<file path="src/rtl/hbe_pkg.sv">
// Shared constants, opcodes and structs of the Huffman byte encoder.
// No dependencies.
package hbe_pkg;

    localparam int SYMBOL_COUNT  = 256;
    localparam int MAX_CODE_BITS = 32;
    localparam int SYM_W         = 8;
    localparam int CODE_W        = 32;
    localparam int LEN_W         = 6;
    localparam int TOTAL_W       = 48;
    localparam int BYTE_W        = 8;
    localparam int CNT_W         = $clog2(BYTE_W + 1);
    localparam int ACC_W         = BYTE_W + CODE_W;
    localparam int SYM_IDX_W     = (SYMBOL_COUNT > 1) ? $clog2(SYMBOL_COUNT) : 1;
    localparam int FIFO_DEPTH    = 4;
    localparam int FIFO_PTR_W    = $clog2(FIFO_DEPTH);
    localparam int FIFO_CNT_W    = $clog2(FIFO_DEPTH + 1);

    typedef enum logic [1:0] {
        OP_LOAD   = 2'd0,
        OP_ENCODE = 2'd1,
        OP_FLUSH  = 2'd2
    } t_opcode;

    typedef enum logic {
        BK_IDLE,
        BK_EMIT
    } t_bk_state;

    typedef struct packed {
        logic              flush;
        logic [CODE_W-1:0] code;
        logic [LEN_W-1:0]  len;
    } t_cmd;

    typedef struct packed {
        logic                  empty;
        logic [FIFO_CNT_W-1:0] count;
    } t_fifo_stat;

endpackage

</file>
<file path="src/rtl/hbe_back.sv">
// Back end: bit accumulator, byte packer, bit total and output register.
// Depends on hbe_pkg.
module hbe_back (
    input  logic                         i_clk,
    input  logic                         i_rst_n,
    input  hbe_pkg::t_fifo_stat          i_stat,
    input  hbe_pkg::t_cmd                i_cmd,
    output logic                         o_pop,
    output logic                         o_valid,
    input  logic                         i_ready,
    output logic [hbe_pkg::BYTE_W-1:0]   o_byte,
    output logic                         o_present,
    output logic                         o_flush,
    output logic [hbe_pkg::TOTAL_W-1:0]  o_total,
    output logic                         o_last
);
    import hbe_pkg::*;

    t_bk_state          r_state, n_state;
    logic [BYTE_W-1:0]  r_pend, n_pend;
    logic [CNT_W-1:0]   r_cnt, n_cnt;
    logic [TOTAL_W-1:0] r_total, n_total;
    logic [ACC_W-1:0]   r_work, n_work;
    logic [LEN_W-1:0]   r_wcnt, n_wcnt;
    logic               r_ov, n_ov;
    logic [BYTE_W-1:0]  r_byte, n_byte;
    logic               r_present, n_present;
    logic               r_flush, n_flush;
    logic [TOTAL_W-1:0] r_otot, n_otot;
    logic               r_last, n_last;

    logic                  out_free;
    logic [2*CODE_W-1:0]   code_sh;
    logic [ACC_W-1:0]      work_new;
    logic [LEN_W-1:0]      t_new;
    logic [TOTAL_W:0]      sum;
    logic [TOTAL_W-1:0]    total_new;
    logic [LEN_W-1:0]      rem;
    logic                  emit_done;

    assign out_free  = !r_ov || i_ready;
    assign code_sh   = {i_cmd.code, {CODE_W{1'b0}}} >> i_cmd.len;
    assign work_new  = {r_pend, {CODE_W{1'b0}}}
                     | ({code_sh[CODE_W-1:0], {BYTE_W{1'b0}}} >> r_cnt);
    assign t_new     = {{(LEN_W-CNT_W){1'b0}}, r_cnt} + i_cmd.len;
    assign sum       = {1'b0, r_total} + {{(TOTAL_W+1-LEN_W){1'b0}}, i_cmd.len};
    assign total_new = sum[TOTAL_W] ? {TOTAL_W{1'b1}} : sum[TOTAL_W-1:0];
    assign rem       = r_wcnt - LEN_W'(BYTE_W);
    assign emit_done = rem <= LEN_W'(BYTE_W);

    always_ff @(posedge i_clk) begin
        if (!i_rst_n) begin
            r_state <= BK_IDLE;
            r_pend  <= '0;
            r_cnt   <= '0;
            r_total <= '0;
            r_ov    <= 1'b0;
        end else begin
            r_state <= n_state;
            r_pend  <= n_pend;
            r_cnt   <= n_cnt;
            r_total <= n_total;
            r_ov    <= n_ov;
        end
    end

    always_ff @(posedge i_clk) begin
        r_work    <= n_work;
        r_wcnt    <= n_wcnt;
        r_byte    <= n_byte;
        r_present <= n_present;
        r_flush   <= n_flush;
        r_otot    <= n_otot;
        r_last    <= n_last;
    end

    always_comb begin
        n_state   = r_state;
        n_pend    = r_pend;
        n_cnt     = r_cnt;
        n_total   = r_total;
        n_work    = r_work;
        n_wcnt    = r_wcnt;
        n_ov      = r_ov && !i_ready;
        n_byte    = r_byte;
        n_present = r_present;
        n_flush   = r_flush;
        n_otot    = r_otot;
        n_last    = r_last;
        o_pop     = 1'b0;
        case (r_state)
            BK_IDLE: begin
                if (!i_stat.empty) begin
                    if (i_cmd.flush) begin
                        if (out_free) begin
                            o_pop     = 1'b1;
                            n_ov      = 1'b1;
                            n_byte    = r_pend;
                            n_present = (r_cnt != '0);
                            n_flush   = 1'b1;
                            n_otot    = r_total;
                            n_last    = 1'b1;
                            n_pend    = '0;
                            n_cnt     = '0;
                            n_total   = '0;
                        end
                    end else begin
                        o_pop   = 1'b1;
                        n_total = total_new;
                        if (t_new > LEN_W'(BYTE_W)) begin
                            n_work  = work_new;
                            n_wcnt  = t_new;
                            n_state = BK_EMIT;
                        end else begin
                            n_pend = work_new[ACC_W-1:CODE_W];
                            n_cnt  = t_new[CNT_W-1:0];
                        end
                    end
                end
            end
            BK_EMIT: begin
                if (out_free) begin
                    n_ov      = 1'b1;
                    n_byte    = r_work[ACC_W-1:CODE_W];
                    n_present = 1'b1;
                    n_flush   = 1'b0;
                    n_otot    = '0;
                    n_last    = emit_done;
                    n_work    = r_work << BYTE_W;
                    n_wcnt    = rem;
                    if (emit_done) begin
                        n_pend  = r_work[CODE_W-1:CODE_W-BYTE_W];
                        n_cnt   = rem[CNT_W-1:0];
                        n_state = BK_IDLE;
                    end
                end
            end
            default: n_state = BK_IDLE;
        endcase
    end

    assign o_valid   = r_ov;
    assign o_byte    = r_byte;
    assign o_present = r_present;
    assign o_flush   = r_flush;
    assign o_total   = r_otot;
    assign o_last    = r_last;

endmodule

</file>
<file path="config.mk">
export PLATFORM = sky130hd
export DESIGN_NAME = hbe_back
export DESIGN_NICKNAME = d
export VERILOG_FILES = /design/src/rtl/hbe_pkg.sv /design/src/rtl/hbe_back.sv
export SDC_FILE = /design/constraint.sdc
export NUM_CORES = 1
export LEC_CHECK = 0
export CAP_MARGIN = 10
export CELL_PAD_IN_SITES_DETAIL_PLACEMENT = 0
export CELL_PAD_IN_SITES_GLOBAL_PLACEMENT = 1
export CORE_MARGIN = 4
export CORE_UTILIZATION = 54
export CTS_BUF_LIST = sky130_fd_sc_hd__clkbuf_4
export CTS_CLUSTER_DIAMETER = 80
export DETAILED_ROUTE_END_ITERATION = 8
export DONT_BUFFER_PORTS = 1
export PLACE_DENSITY_LB_ADDON = 0.1
export SLEW_MARGIN = 15
export SYNTH_ARGS = -nofsm -noshare
export SYNTH_HDL_FRONTEND = slang
export SYNTH_SLANG_ARGS = --single-unit
export TNS_END_PERCENT = 50
</file>
<file path="constraint.sdc">
create_clock -name i_clk -period 12.58 [get_ports i_clk]
set_input_delay 2.516 -clock i_clk [delete_from_list [all_inputs] [get_ports i_clk]]
set_output_delay 2.516 -clock i_clk [all_outputs]
set_load 0.1 [all_outputs]
</file>
==> impl_metrics.ini <==
[yosys]
post-synth-top-area-cell = edfxtp_1
netlist_area_mm2 = 0.01219
yosys.area_share.xor_xnor_pct = 0.6465
postSynthCellCount = 1381
synth-simple-area-share_pct = 21.07
share_of_the_synthesized_area_in_compound_gates_ao_oa_aoi_oai_pct = 24.03
synth_ff_type = edfxtp_1
synth_enable_flop_cells = 105
synth-warning-count = 0
seq_area_frac_synth_pct = 36.04
cell_types_occupying_the_most_area_after_synthesis = edfxtp_1 26%, dfxtp_1 10%, nand2_1 5.2%
syn-mean-instance-area_um2 = 8.829
ys_async_sr_fraction_pct = 0
synth.ff_latch_count = 167
synth_common_cells = 169 x nand2_1, 105 x edfxtp_1, 96 x nor2_1
synth_cell_type_count = 94
muxShareOfSynthArea_pct = 11.89
synth_largest_type_area_fraction_pct = 25.86
postSynthNetCount = 1440
synth_most_common_cell = nand2_1
yosys.area_share.adder_pct = 1.457
synth_top_family_by_area = compound AO/OA/AOI/OAI gates

[worst_setup_path]
launch_point_of_the_worst_path = i_ready
worstPathArrival_ns = 4.09
critPathCaptureType = primary output
worstSetupPathType = in -> out
path_max_fanout = 28
r2r-start = o_valid$_SDFF_PN0_
start_kind = primary input
worst_path_required_time_ns = 10.06

[clocking]
clock_latency_ns = 0.59
tritoncts_clock_tree = done
depth_of_the_cts_h_tree = 4
post_cts_hold_buffer_count = 0
cts_setup_buffers = 0
cts_sinks = 167
cts_root_buf = clkbuf_4
cts_resized = 0
cts-buffers-inserted = 17
cts_buffer_depth = 2
clock_slew_at_reported_path_ffs_ns = 0.17

[sta]
tightest_slew_ns = 1.148
setup-tns-final_ns = 0
max-slew-margin-rel_pct = 23.29
timing.final.crit_period_ns = 6.610
rsz_0062_raised_after_global_routing = false
max_freq_mhz = 151.3
worst_clock_skew_ns = 0.03301
timing.final.setup_violations = 0
final_max_slew_viol_count = 0
finalHoldViolations = 0
layout_worst_path_cycle_share_pct = 52.54

[floorplanning]
floorplan.die.height_um = 158.3
die_area_mm2 = 0.02505
start_util_pct = 55.36
core_region_area_mm2 = 0.02203
num_io_pins = 107
fp-row-count = 54
die_extent_in_x_um = 158.3

[placed_design]
routabilityCongestion = 0.9877
place.detailed.hpwl_um = 26880
buffer_ports.inserted = 0
dpl.cell_count = 1575

[route]
viasPerCell = 6.979
dr.pass1.iters = 9
remaining_antenna_violation_count_after_routing = 0
drcViolationCount = 0
routedWlPerCell_um = 23.52
route.vias.total = 11220
drt-total-wl_um = 37830
drt_iter0_drc = 1439

[pwr]
leakagePower_nw = 4.418
irDropWorstVdd_mv = 0.07347
power_density_mw_per_mm2 = 140.7

[cells_and_area]
num-nets-final = 1373
finalNonFillerCells = 1608
syn_to_final_growth_pct = 3.058
drive_gt1_share_pct = 9.797

[worst_hold_path]
hold_path.class = reg -> reg
timing.hold.worst.start = r_total[0]$_SDFFE_PN0P_

[grt]
grt.total_usage_pct = 30.40
first_global_vias = 10550
grt_max_degree = 71
global_route_wire_length_before_repair_um = 60310
grt_residual_overflow = 0
grt_antenna_before_repair = 1

[run]
cap_viol_max_count = 0

[run_status]
status = finished, final reports clean
==> layer usage <==
metal  part of all wire (%)  routed length [um]  up-vias  GRT usage, %
met5                      0                   0        -             0
met2                     48               18260      569         51.08
li1                       -                   -     5222             -
met1                     41               15620     5344         40.29
met4                    3.2                1220        0         9.870
met3                    7.2                2726       87         4.893
==> kinds of logic after synthesis <==
kind of cell / after synthesis
xor+xnor: 9
buf+inv: 136
mux: 116
compound gates: 415
fa+ha+maj: 13
simple gates: 525
flops: 167
==> sequential cells by signal, indices dropped and copies added (netlist names) <==
| signal | flops |
|---|---|
| o_valid | 1 |
| r_pend | 8 |
| r_cnt | 4 |
| o_flush | 1 |
| o_present | 1 |
| r_wcnt | 6 |
| o_last | 1 |
| o_byte | 8 |
| r_work | 40 |
| r_state | 1 |
| r_total | 48 |
| o_total | 48 |
==> power breakdown <==
group	leakage, nW	total, mW	internal (mW)	switching [mW]
registers	1.52	0.857	0.679	0.178
logic	2.72	0.564	0.199	0.365
clock network	0.173	0.347	0.114	0.233
==> cells in the final DEF (no fill, tap or decap), types with 11 or more instances in the layout <==
cell type / instances
mux2_2: 34
a31oi_1: 18
o221ai_1: 24
o22ai_1: 19
a211oi_1: 11
edfxtp_1: 105
and2_1: 14
nand3_1: 58
nor4_1: 13
dfxtp_1: 61
nor2b_1: 50
nor2_1: 95
nand2_1: 169
mux4_2: 17
nor3_1: 39
clkbuf_4: 17
a22oi_1: 21
nand4_1: 27
o21ai_0: 83
ha_1: 11
buf_4: 18
o211ai_1: 30
mux2i_1: 62
inv_1: 29
a21oi_1: 67
==> layout make-up <==
| type | count | area, um2 |
|---|---|---|
| repair buffers | 18 | 135.1 |
| flip-flops and latches | 167 | 4398 |
| inverters | 32 | 120.1 |
| clock buffers | 17 | 127.6 |
| clock inverters | 15 | 202.7 |
| fillers | 2036 | 9460 |
| diodes | 1 | 2.502 |
| well taps | 280 | 350.3 |
| multi-input cells | 1078 | 7229 |
==> worst max-delay path: stages <==
cell and delay (ns):
nor2b_1 0.58, nand2_1 0.11, nand3_1 0.10, buf_4 0.31, inv_1 0.17, buf_4 0.29
==> final timing paths <==
check                             to  slack, ns  cells after the start
max                            o_pop       5.97                      6
min          r_total[0]$_SDFFE_PN0P_       0.47                      2
max reg2reg   r_pend[3]$_SDFFE_PN0P_       8.61                     12
min reg2reg  r_total[0]$_SDFFE_PN0P_       0.47                      2
==> per-stage QoR <==
stage / setup slack (ns) / hold slack (ns) / utilization, % / instance area [um2] / power, mW
finish: 5.970 / 0.4661 / 57.05 / 12570 / 1.768
global route: 5.872 / 0.4923 / 57.05 / 12570 / 1.860
CTS: 5.981 / 0.4705 / 57.04 / 12560 / 1.769
detailed placement: 5.987 / 0.4498 / 55.54 / 12230 / 1.422
global placement: 5.997 / 0.4421 / 55.54 / 12230 / 1.419
floorplan: 6.013 / 0.4303 / - / 12190 / 1.286
(Power assumes the default switching activity.)
