`config.mk`:
```
export PLATFORM = sky130hd
export DESIGN_NAME = hbe_cmd_fifo
export DESIGN_NICKNAME = d
export VERILOG_FILES = /design/src/rtl/hbe_pkg.sv /design/src/rtl/hbe_cmd_fifo.sv
export SDC_FILE = /design/constraint.sdc
export NUM_CORES = 1
export LEC_CHECK = 0
export ABC_CLOCK_PERIOD_IN_PS = 1900
export BUFFER_PORTS_ARGS = -buffer_cell sky130_fd_sc_hd__buf_2
export CAP_MARGIN = 20
export CORE_ASPECT_RATIO = 0.8
export CORE_MARGIN = 2
export CORE_UTILIZATION = 42
export CTS_BUF_LIST = sky130_fd_sc_hd__clkbuf_8
export CTS_CLUSTER_DIAMETER = 150
export CTS_CLUSTER_SIZE = 20
export DETAILED_ROUTE_END_ITERATION = 6
export PLACE_DENSITY = 0.61
export SLEW_MARGIN = 20
export SYNTH_ARGS = -nofsm -noshare
export SYNTH_HDL_FRONTEND = slang
export SYNTH_SLANG_ARGS = --single-unit
```
`constraint.sdc`:
```
create_clock -name i_clk -period 1.9 [get_ports i_clk]
set_clock_uncertainty 0.15 [all_clocks]
set_input_delay 0 -clock i_clk [delete_from_list [all_inputs] [get_ports i_clk]]
set_output_delay 0 -clock i_clk [all_outputs]
set_load 0.005 [all_outputs]
```
`src/rtl/hbe_pkg.sv`:
```
// Shared constants, opcodes and structs of the Huffman byte encoder.
// No dependencies.
package hbe_pkg;

    localparam int SYMBOL_COUNT  = 256;
    localparam int MAX_CODE_BITS = 32;
    localparam int SYM_W         = 8;
    localparam int CODE_W        = 32;
    localparam int LEN_W         = 6;
    localparam int TOTAL_W       = 48;
    localparam int BYTE_W        = 8;
    localparam int CNT_W         = $clog2(BYTE_W + 1);
    localparam int ACC_W         = BYTE_W + CODE_W;
    localparam int SYM_IDX_W     = (SYMBOL_COUNT > 1) ? $clog2(SYMBOL_COUNT) : 1;
    localparam int FIFO_DEPTH    = 4;
    localparam int FIFO_PTR_W    = $clog2(FIFO_DEPTH);
    localparam int FIFO_CNT_W    = $clog2(FIFO_DEPTH + 1);

    typedef enum logic [1:0] {
        OP_LOAD   = 2'd0,
        OP_ENCODE = 2'd1,
        OP_FLUSH  = 2'd2
    } t_opcode;

    typedef enum logic {
        BK_IDLE,
        BK_EMIT
    } t_bk_state;

    typedef struct packed {
        logic              flush;
        logic [CODE_W-1:0] code;
        logic [LEN_W-1:0]  len;
    } t_cmd;

    typedef struct packed {
        logic                  empty;
        logic [FIFO_CNT_W-1:0] count;
    } t_fifo_stat;

endpackage

```
`src/rtl/hbe_cmd_fifo.sv`:
```
// Command queue between the front end and the bit packer.
// Depends on hbe_pkg.
module hbe_cmd_fifo (
    input  logic                i_clk,
    input  logic                i_rst_n,
    input  logic                i_push,
    input  hbe_pkg::t_cmd       i_cmd,
    input  logic                i_pop,
    output hbe_pkg::t_cmd       o_head,
    output hbe_pkg::t_fifo_stat o_stat
);
    import hbe_pkg::*;

    t_cmd                  r_q [FIFO_DEPTH];
    logic [FIFO_PTR_W-1:0] r_wp;
    logic [FIFO_PTR_W-1:0] r_rp;
    logic [FIFO_CNT_W-1:0] r_count;

    always_ff @(posedge i_clk) begin
        if (i_push) begin
            r_q[r_wp] <= i_cmd;
        end
    end

    always_ff @(posedge i_clk) begin
        if (!i_rst_n) begin
            r_wp    <= '0;
            r_rp    <= '0;
            r_count <= '0;
        end else begin
            if (i_push) begin
                r_wp <= FIFO_PTR_W'((FIFO_PTR_W + 1)'(r_wp) + 1'b1);
            end
            if (i_pop) begin
                r_rp <= FIFO_PTR_W'((FIFO_PTR_W + 1)'(r_rp) + 1'b1);
            end
            case ({i_push, i_pop})
                2'b10:   r_count <= r_count + 1'b1;
                2'b01:   r_count <= r_count - 1'b1;
                default: r_count <= r_count;
            endcase
        end
    end

    assign o_head       = r_q[r_rp];
    assign o_stat.empty = (r_count == '0);
    assign o_stat.count = r_count;

endmodule

```
==> results of run 1 <==
==> critical path, stage by stage (launching register included) <==
cell and delay (ps):
sky130_fd_sc_hd__dfxtp_4 410, sky130_fd_sc_hd__buf_12 190, sky130_fd_sc_hd__mux4_2 530, sky130_fd_sc_hd__buf_2 150
==> how the worst max path moves through the flow <==
stage	slack, ps	to	cells past startpoint	from
floorplan	230	r_count[2]$_SDFFE_PN0P_	5	r_count[0]$_SDFFE_PN0P_
global placement	230	r_count[2]$_SDFFE_PN0P_	5	r_count[0]$_SDFFE_PN0P_
detailed placement	150	r_count[2]$_SDFFE_PN0P_	5	r_count[0]$_SDFFE_PN0P_
CTS	-60	o_head[0]	3	flip-flop
global route	-90	o_head[15]	3	flip-flop
finish	10	o_head[15]	3	flip-flop
==> power breakdown <==
| part | switching (mW) | internal (mW) | leakage (nW) |
|---|---|---|---|
| clock network | 1.23 | 1.55 | 0.220 |
| registers | 0.0512 | 4.16 | 1.51 |
| logic | 0.389 | 0.486 | 0.943 |
==> cells by family (layout without fill, tap and decap cells) <==
| group | after synthesis | count (layout) | share of synthesized area, % |
|---|---|---|---|
| compound gates | 3 | 3 | 0.289 |
| xor+xnor | 5 | 5 | 0.723 |
| fa+ha+maj | 6 | 6 | 1.36 |
| buf+inv | 14 | 173 | 1.28 |
| flops | 165 | 165 | 80.2 |
| mux | 40 | 40 | 14.7 |
| simple gates | 15 | 15 | 1.44 |
==> cells in the final DEF, fill, tap and decap left out, types with 6 or more instances in the layout <==
cell / n
sky130_fd_sc_hd__and2_1: 6
sky130_fd_sc_hd__buf_12: 6
sky130_fd_sc_hd__buf_2: 77
sky130_fd_sc_hd__buf_6: 8
sky130_fd_sc_hd__clkbuf_8: 17
sky130_fd_sc_hd__dfxtp_1: 7
sky130_fd_sc_hd__dlygate4sd3_1: 42
sky130_fd_sc_hd__edfxtp_1: 156
sky130_fd_sc_hd__inv_1: 7
sky130_fd_sc_hd__mux4_2: 39
==> stage by stage <==
step / TNS, ps / setup slack, ps / std cells
2_1_floorplan: 0 / 234 / 248
3_3_place_gp: 0 / 230 / 516
3_5_place_dp: 0 / 149 / 516
4_1_cts: -938 / -62.9 / 590
5_1_grt: -2250 / -88.2 / 591
6_report: 0 / 12.3 / 591
==> what timing repair did <==
action | 4_1_cts | 5_1_grt
hold endpoints to repair | 165 | 0
buffers inserted | 0 | 0
pin swaps | 0 | 0
gates cloned | 0 | 1
hold buffers | 42 | 0
endpoints found under the setup margin | 23 | 35
resized for setup | 2 | 8
==> registers in the layout (all words and copies together) (netlist names), named ones only <==
signal	flops
r_q	156
r_rp	2
r_count	3
r_wp	2
==> metal layers <==
metal / GRT usage, % / share of wire [%] / up-vias
met5: 0 / 0 / -
met4: 5.92 / 1.5 / 0
met3: 5.29 / 5.2 / 15
met2: 25.1 / 49 / 75
met1: 17.9 / 44 / 1487
li1: - / - / 1323
==> layout make-up <==
type / instances / area, um2
fill: 1094 / 6440
multi-input combinational: 69 / 1120
clock buffer: 17 / 234
tap: 184 / 230
sequential: 165 / 4870
timing repair buffer: 135 / 1070
clock inverter: 15 / 211
inverter: 6 / 22.5
==> results summary, run 1 <==
The number of nets handed over by synthesis was 297. The relative slew slack came out at 81.9%. The clock-pin transition on the worst setup and hold timing paths is 80 ps. The number of warnings printed during yosys synthesis is 0. The area added between synthesis and finish came out at 28.0%.

By count the netlist is led by sky130_fd_sc_hd__edfxtp_1 (156), sky130_fd_sc_hd__mux4_2 (39), sky130_fd_sc_hd__and2_1 (10), sky130_fd_sc_hd__dfxtp_1 (9), sky130_fd_sc_hd__inv_1 (6). Of the available clock period, the critical path in the final layout requires 99.4%. The max-slew violation total from the final report came out at 0. The final design instance area without fill came out at 7760 um2. Ranked by total cell area, the synthesized netlist is headed by sky130_fd_sc_hd__edfxtp_1 (77%), sky130_fd_sc_hd__mux4_2 (14%), sky130_fd_sc_hd__dfxtp_1 (3.0%). The initial detailed-routing violation count came out at 142. After the last flow step, the layout net total stands at 443. The kind of start point of the critical path is a flip-flop. The path depth of the worst reg2reg path came out at 5. The congestion estimate from routability-driven global placement came to 0.700.

The total wirelength of the detailed-routed design came out at 10800 um. Measured on the finished design, the core utilization comes to 54.7%. The remaining routing DRC violations came out at 0. The tree is rooted in a sky130_fd_sc_hd__clkbuf_8.

The worst-case IR drop observed on VDD is 0.657 mV. The floorplan has 39 rows. The synthesized instance count is 248. Setup violations remaining at the end of the flow were counted as 0. For the finished layout, the period the worst path requires is 1890 ps. For hold timing, the worst endpoint is r_q[1][4]$_DFFE_PP_.

In this run the static leakage power is 2.67 nW. The count of antenna diodes in the layout came out at 0. The biggest area contributor in the post-synthesis netlist is sky130_fd_sc_hd__edfxtp_1. The first-pass GRT wire length came out at 17000 um. The mean number of vias per cell came out at 4.91. The path class of the tightest hold or removal check is in2reg. Buffers placed on the I/O ports in this run total 85. For this design the ratio of total power to cell area is 1010 nW/um2. The total chip power is 7.87 mW. The run finished with clean final reports. The via count of the first global-routing pass came out at 3213. The die outline height came out at 111 um.

The total number of vias came out at 2900. After synthesis, the share of flip-flops with an asynchronous set or reset is 0%. Counting flops with a built-in enable in the synthesized netlist gives 156. TritonCTS built the clock tree. The arrival time at the worst endpoint came out at 1740 ps. The total track usage came out at 15.0%. The count of pins on the block boundary came out at 86. The critical path in this run is classified as reg2out. The maximum clock insertion buffer count is 2.

The initial antenna violation count came out at 0. The die area came out at 15400 um2. The startpoint of the worst-slack reg-to-reg timing path is r_count[0]$_SDFFE_PN0P_. The share of synthesized area occupied by flip-flops and latches is 80.2%.

The endpoint identified for the worst register-to-register timing path is r_count[2]$_SDFFE_PN0P_. Summed over all nets, the half-perimeter wirelength after detailed placement is 5830 um. The initial standard-cell utilization of the core came out at 42.7%. The area share of the largest cell type after synthesis is 77.3%.

The number of nets with antenna violations after routing came out at 0. The CTS sink count came out at 165. The number of buffers inserted during clock tree synthesis is 17. After global routing the overflow that remains totals 0.

Once placement finished, the instance area stood at 6810 um2. The depth of the worst hold-timing path is 2. The sort of element at the end of the critical path is a primary output. At the later pin of the worst-skew pair, clock insertion delay measures 450 ps. The actual transition at the worst max-transition pin is 271 ps. The number of distinct standard cells referenced by the synthesized netlist came out at 20.

The slack of the worst reg-to-reg path came out at 160 ps. Among all flip-flop cells after synthesis, the most frequent one is sky130_fd_sc_hd__edfxtp_1. In this run the most critical hold path is launched from i_cmd[4]. The worst-path maximum fanout is 16.

The deepest level of the CTS H-tree is 4. The wire length per cell after detailed routing is 18.3 um. The total of max-cap violations came out at 0.

The most frequently used cell type in the post-synthesis netlist is sky130_fd_sc_hd__edfxtp_1. Before antenna repair, the detailed router went through 4 iterations. The post-synthesis sequential element count came out at 165. The average instance area after synthesis is 24.4 um2. The highest attainable clock frequency is 530 MHz.

The core region area came out at 14200 um2. The largest net degree at the start of global routing is 40. The proportion of layout cells with a drive suffix above 1 came out at 40.8%. Setup repair after global routing could not meet its margin everywhere. The width of the chip is 138 um. The final hold violation count is 0. The data required time of the worst path came out at 1750 ps. The worst slack on hold paths is 145 ps. The synthesized area came out at 6060 um2.
(Power assumes the default switching activity.)
==> run 2: changes to the inputs <==
Settings changed: ABC_CLOCK_PERIOD_IN_PS 1900 to 2210, PLACE_DENSITY 0.61 to 0.59.
Clock period 1.9 ns to 2.21 ns, I/O delays scaled along.
==> results summary, run 2 (synthesis results as in run 1) <==
The max-slew violation total from the final report is 0. The met3 global-route usage is 5.55%. The number of nets with antenna violations after routing came out at 0.

The number of resized instances in the post-cts repair step came out at 0. Counting instances, the worst hold path has a depth of 2. The slack of the worst reg-to-reg path came out at 440 ps. The count of TritonRoute iterations in the first routing pass came out at 6. The total chip power came out at 6.67 mW.

The global-route track usage on met2 came out at 24.3%. In the final layout, the registers with the most flip-flops are r_q (156), r_count (3). The actual transition at the worst max-transition pin is 354 ps. The final cell count without fillers came out at 600.

More flip-flops sit in one register than any other, and that register is r_q. Setup repair after global routing left no endpoint under its margin. The clock period could shrink to 1910 ps. On the final layout, the worst hold slack is 142 ps. The layer flagged by global routing as most heavily used is met2. The path depth of the worst reg2reg path is 5. 0 antenna diodes ended up in the layout. The library cell used most frequently in the layout, excluding fill and tap cells, is sky130_fd_sc_hd__edfxtp_1.

The insertion delay to the later sink of the worst-skew pair is 440 ps. The initial antenna violation count came out at 0. In this run the critical register-to-register path is captured at r_count[2]$_SDFFE_PN0P_. The total wirelength of the detailed-routed design is 10900 um. For this design, the slowest cell found on the critical path is sky130_fd_sc_hd__mux4_2. Clock-pin slew was measured on the worst setup and hold paths at 80 ps. The number of placed instances with taps included is 522. The power density normalized to cell area is 867 nW/um2. In this run the critical register-to-register path is launched from r_count[0]$_SDFFE_PN0P_.

The final setup violation count came out at 0. Buffers inserted during clock tree synthesis total 17. In the final routed layout, each cell accounts on average for 18.2 um. The flow ran to the end, and the final reports show no timing, DRC or antenna violations. The die area came out at 15400 um2. The critical path goes through buf_12, mux4_2, buf_2. IR analysis of the VDD net gives a maximum drop of 0.494 mV. The mean number of vias per cell came out at 4.90. The placed wire-length estimate came out at 6480 um. The worst hold path belongs to the class in2reg. In this run the deepest clock path goes through 2 buffers. After the last flow step, the layout net total stands at 452. The data required time of the worst path is 2060 ps. The final hold violation count came out at 0. The width of the chip is 138 um. The placed cell area is 6810 um2. The startpoint identified for the worst hold timing path is i_cmd[14].

The cell family contributing the most delay on the critical path is multiplexers. The buffers plus inverters on the worst setup path came out at 2. The remaining routing DRC violations came out at 0.

The core region area came out at 14200 um2. The share of the clock period used by the worst path after layout is 86.3%. Port buffering added 85 buffers. Entering global routing, the biggest net connects 22 pins.

The worst setup path is captured at a primary output. Compared with the post-synthesis result, the final layout area differs by 27.0%. The flip-flop count of the largest register after layout is 156. In this run the core area contains 39 standard-cell rows. The via count of the first global-routing pass is 3178. The total of max-cap violations is 0. By startpoint and endpoint, the worst setup path is classified as reg2out. The final design instance area without fill came out at 7700 um2. The count of pins on the block boundary is 86. The total track usage is 15.2%. In this run the tightest slew margin relative to its limit is 76.4%. The first-pass GRT wire length is 17500 um.

The library cells used most frequently in the layout, excluding fill and tap cells, are sky130_fd_sc_hd__edfxtp_1 (156), sky130_fd_sc_hd__buf_2 (85), sky130_fd_sc_hd__dlygate4sd3_1 (43). Of the cells placed in the final design, the portion with a size suffix greater than 1 is 42.5%. The worst hold path terminates at r_q[1][14]$_DFFE_PP_.

The H-tree was split into 4 levels. The highest attainable clock frequency is 524 MHz. The initial standard-cell utilization of the core came out at 42.7%. The CTS tree is done. The initial detailed-routing violation count came out at 139. The total leakage power came out at 2.67 nW.

The worst-path maximum fanout is 21. The last weighted congestion value of the routability-driven placer is 0.675. The arrival time at the worst endpoint is 1760 ps. The routed layout has 2939 vias. The remaining global-route overflow is 0. The met1 layer usage reported by global route came out at 19.5%. The kind of start point of the critical path is a flip-flop. From bottom edge to top edge, the die measures 111 um. The final total negative setup slack is 0 ps. The CTS sink count came out at 165.

The biggest cell delay along the critical path is 530 ps. The clock root buffer is sky130_fd_sc_hd__clkbuf_8.
==> run 2: changes by cell type in the layout (fill, tap and decap cells not counted), moves of 2 or more <==
cell / previous run / this run
sky130_fd_sc_hd__buf_6: 8 / 0
sky130_fd_sc_hd__buf_12: 6 / 3
sky130_fd_sc_hd__buf_4: 0 / 13
sky130_fd_sc_hd__buf_2: 77 / 85
sky130_fd_sc_hd__clkinvlp_4: 2 / 4
sky130_fd_sc_hd__clkinv_1: 3 / 1
==> run 2: cell type report <==
cell class | count | area [um2]
fill | 1095 | 6500
sequential | 165 | 4870
tap | 184 | 230
clock buffer | 17 | 234
timing repair buffer | 144 | 1010
multi-input combinational | 69 | 1120
clock inverter | 15 | 205
inverter | 6 | 22.5
==> run 2: report_power, final <==
group	leakage (nW)	switching [mW]	total (mW)	internal (mW)
sequential	1.51	0.0450	3.62	3.58
clock	0.208	1.10	2.34	1.24
combinational	0.951	0.325	0.714	0.389
total	2.67	1.47	6.67	5.20
==> run 2: stage by stage <==
step                utilization (%)  worst slack [ps]
floorplan                         -               173
global placement               47.9               540
detailed placement             47.9               471
CTS                            54.1              19.5
global route                   54.2               196
finish                         54.2               302
==> run 2: repair_timing <==
item / in CTS / in global routing
endpoints found under the hold margin: 165 / 0
endpoints found under the setup margin: 0 / 22
hold buffers: 43 / 0
buffers inserted: 0 / 3
==> run 2: metal layers <==
metal	vias up	wire length (um)	part of all wire, %
met1	1500	4780	44
met2	81	5340	49
met5	-	0	0
met3	13	698	6.4
met4	0	124	1.1
li1	1345	-	-
==> run 2: how the worst max path moves through the flow <==
stage                               to  slack, ps  cells after the start
4_1_cts                     o_head[34]         20                      3
2_1_floorplan      r_q[2][0]$_DFFE_PP_        170                      3
5_1_grt                     o_head[34]        200                      3
6_report                    o_head[34]        300                      3
3_5_place_dp   r_count[2]$_SDFFE_PN0P_        470                      5
3_3_place_gp   r_count[2]$_SDFFE_PN0P_        540                      5
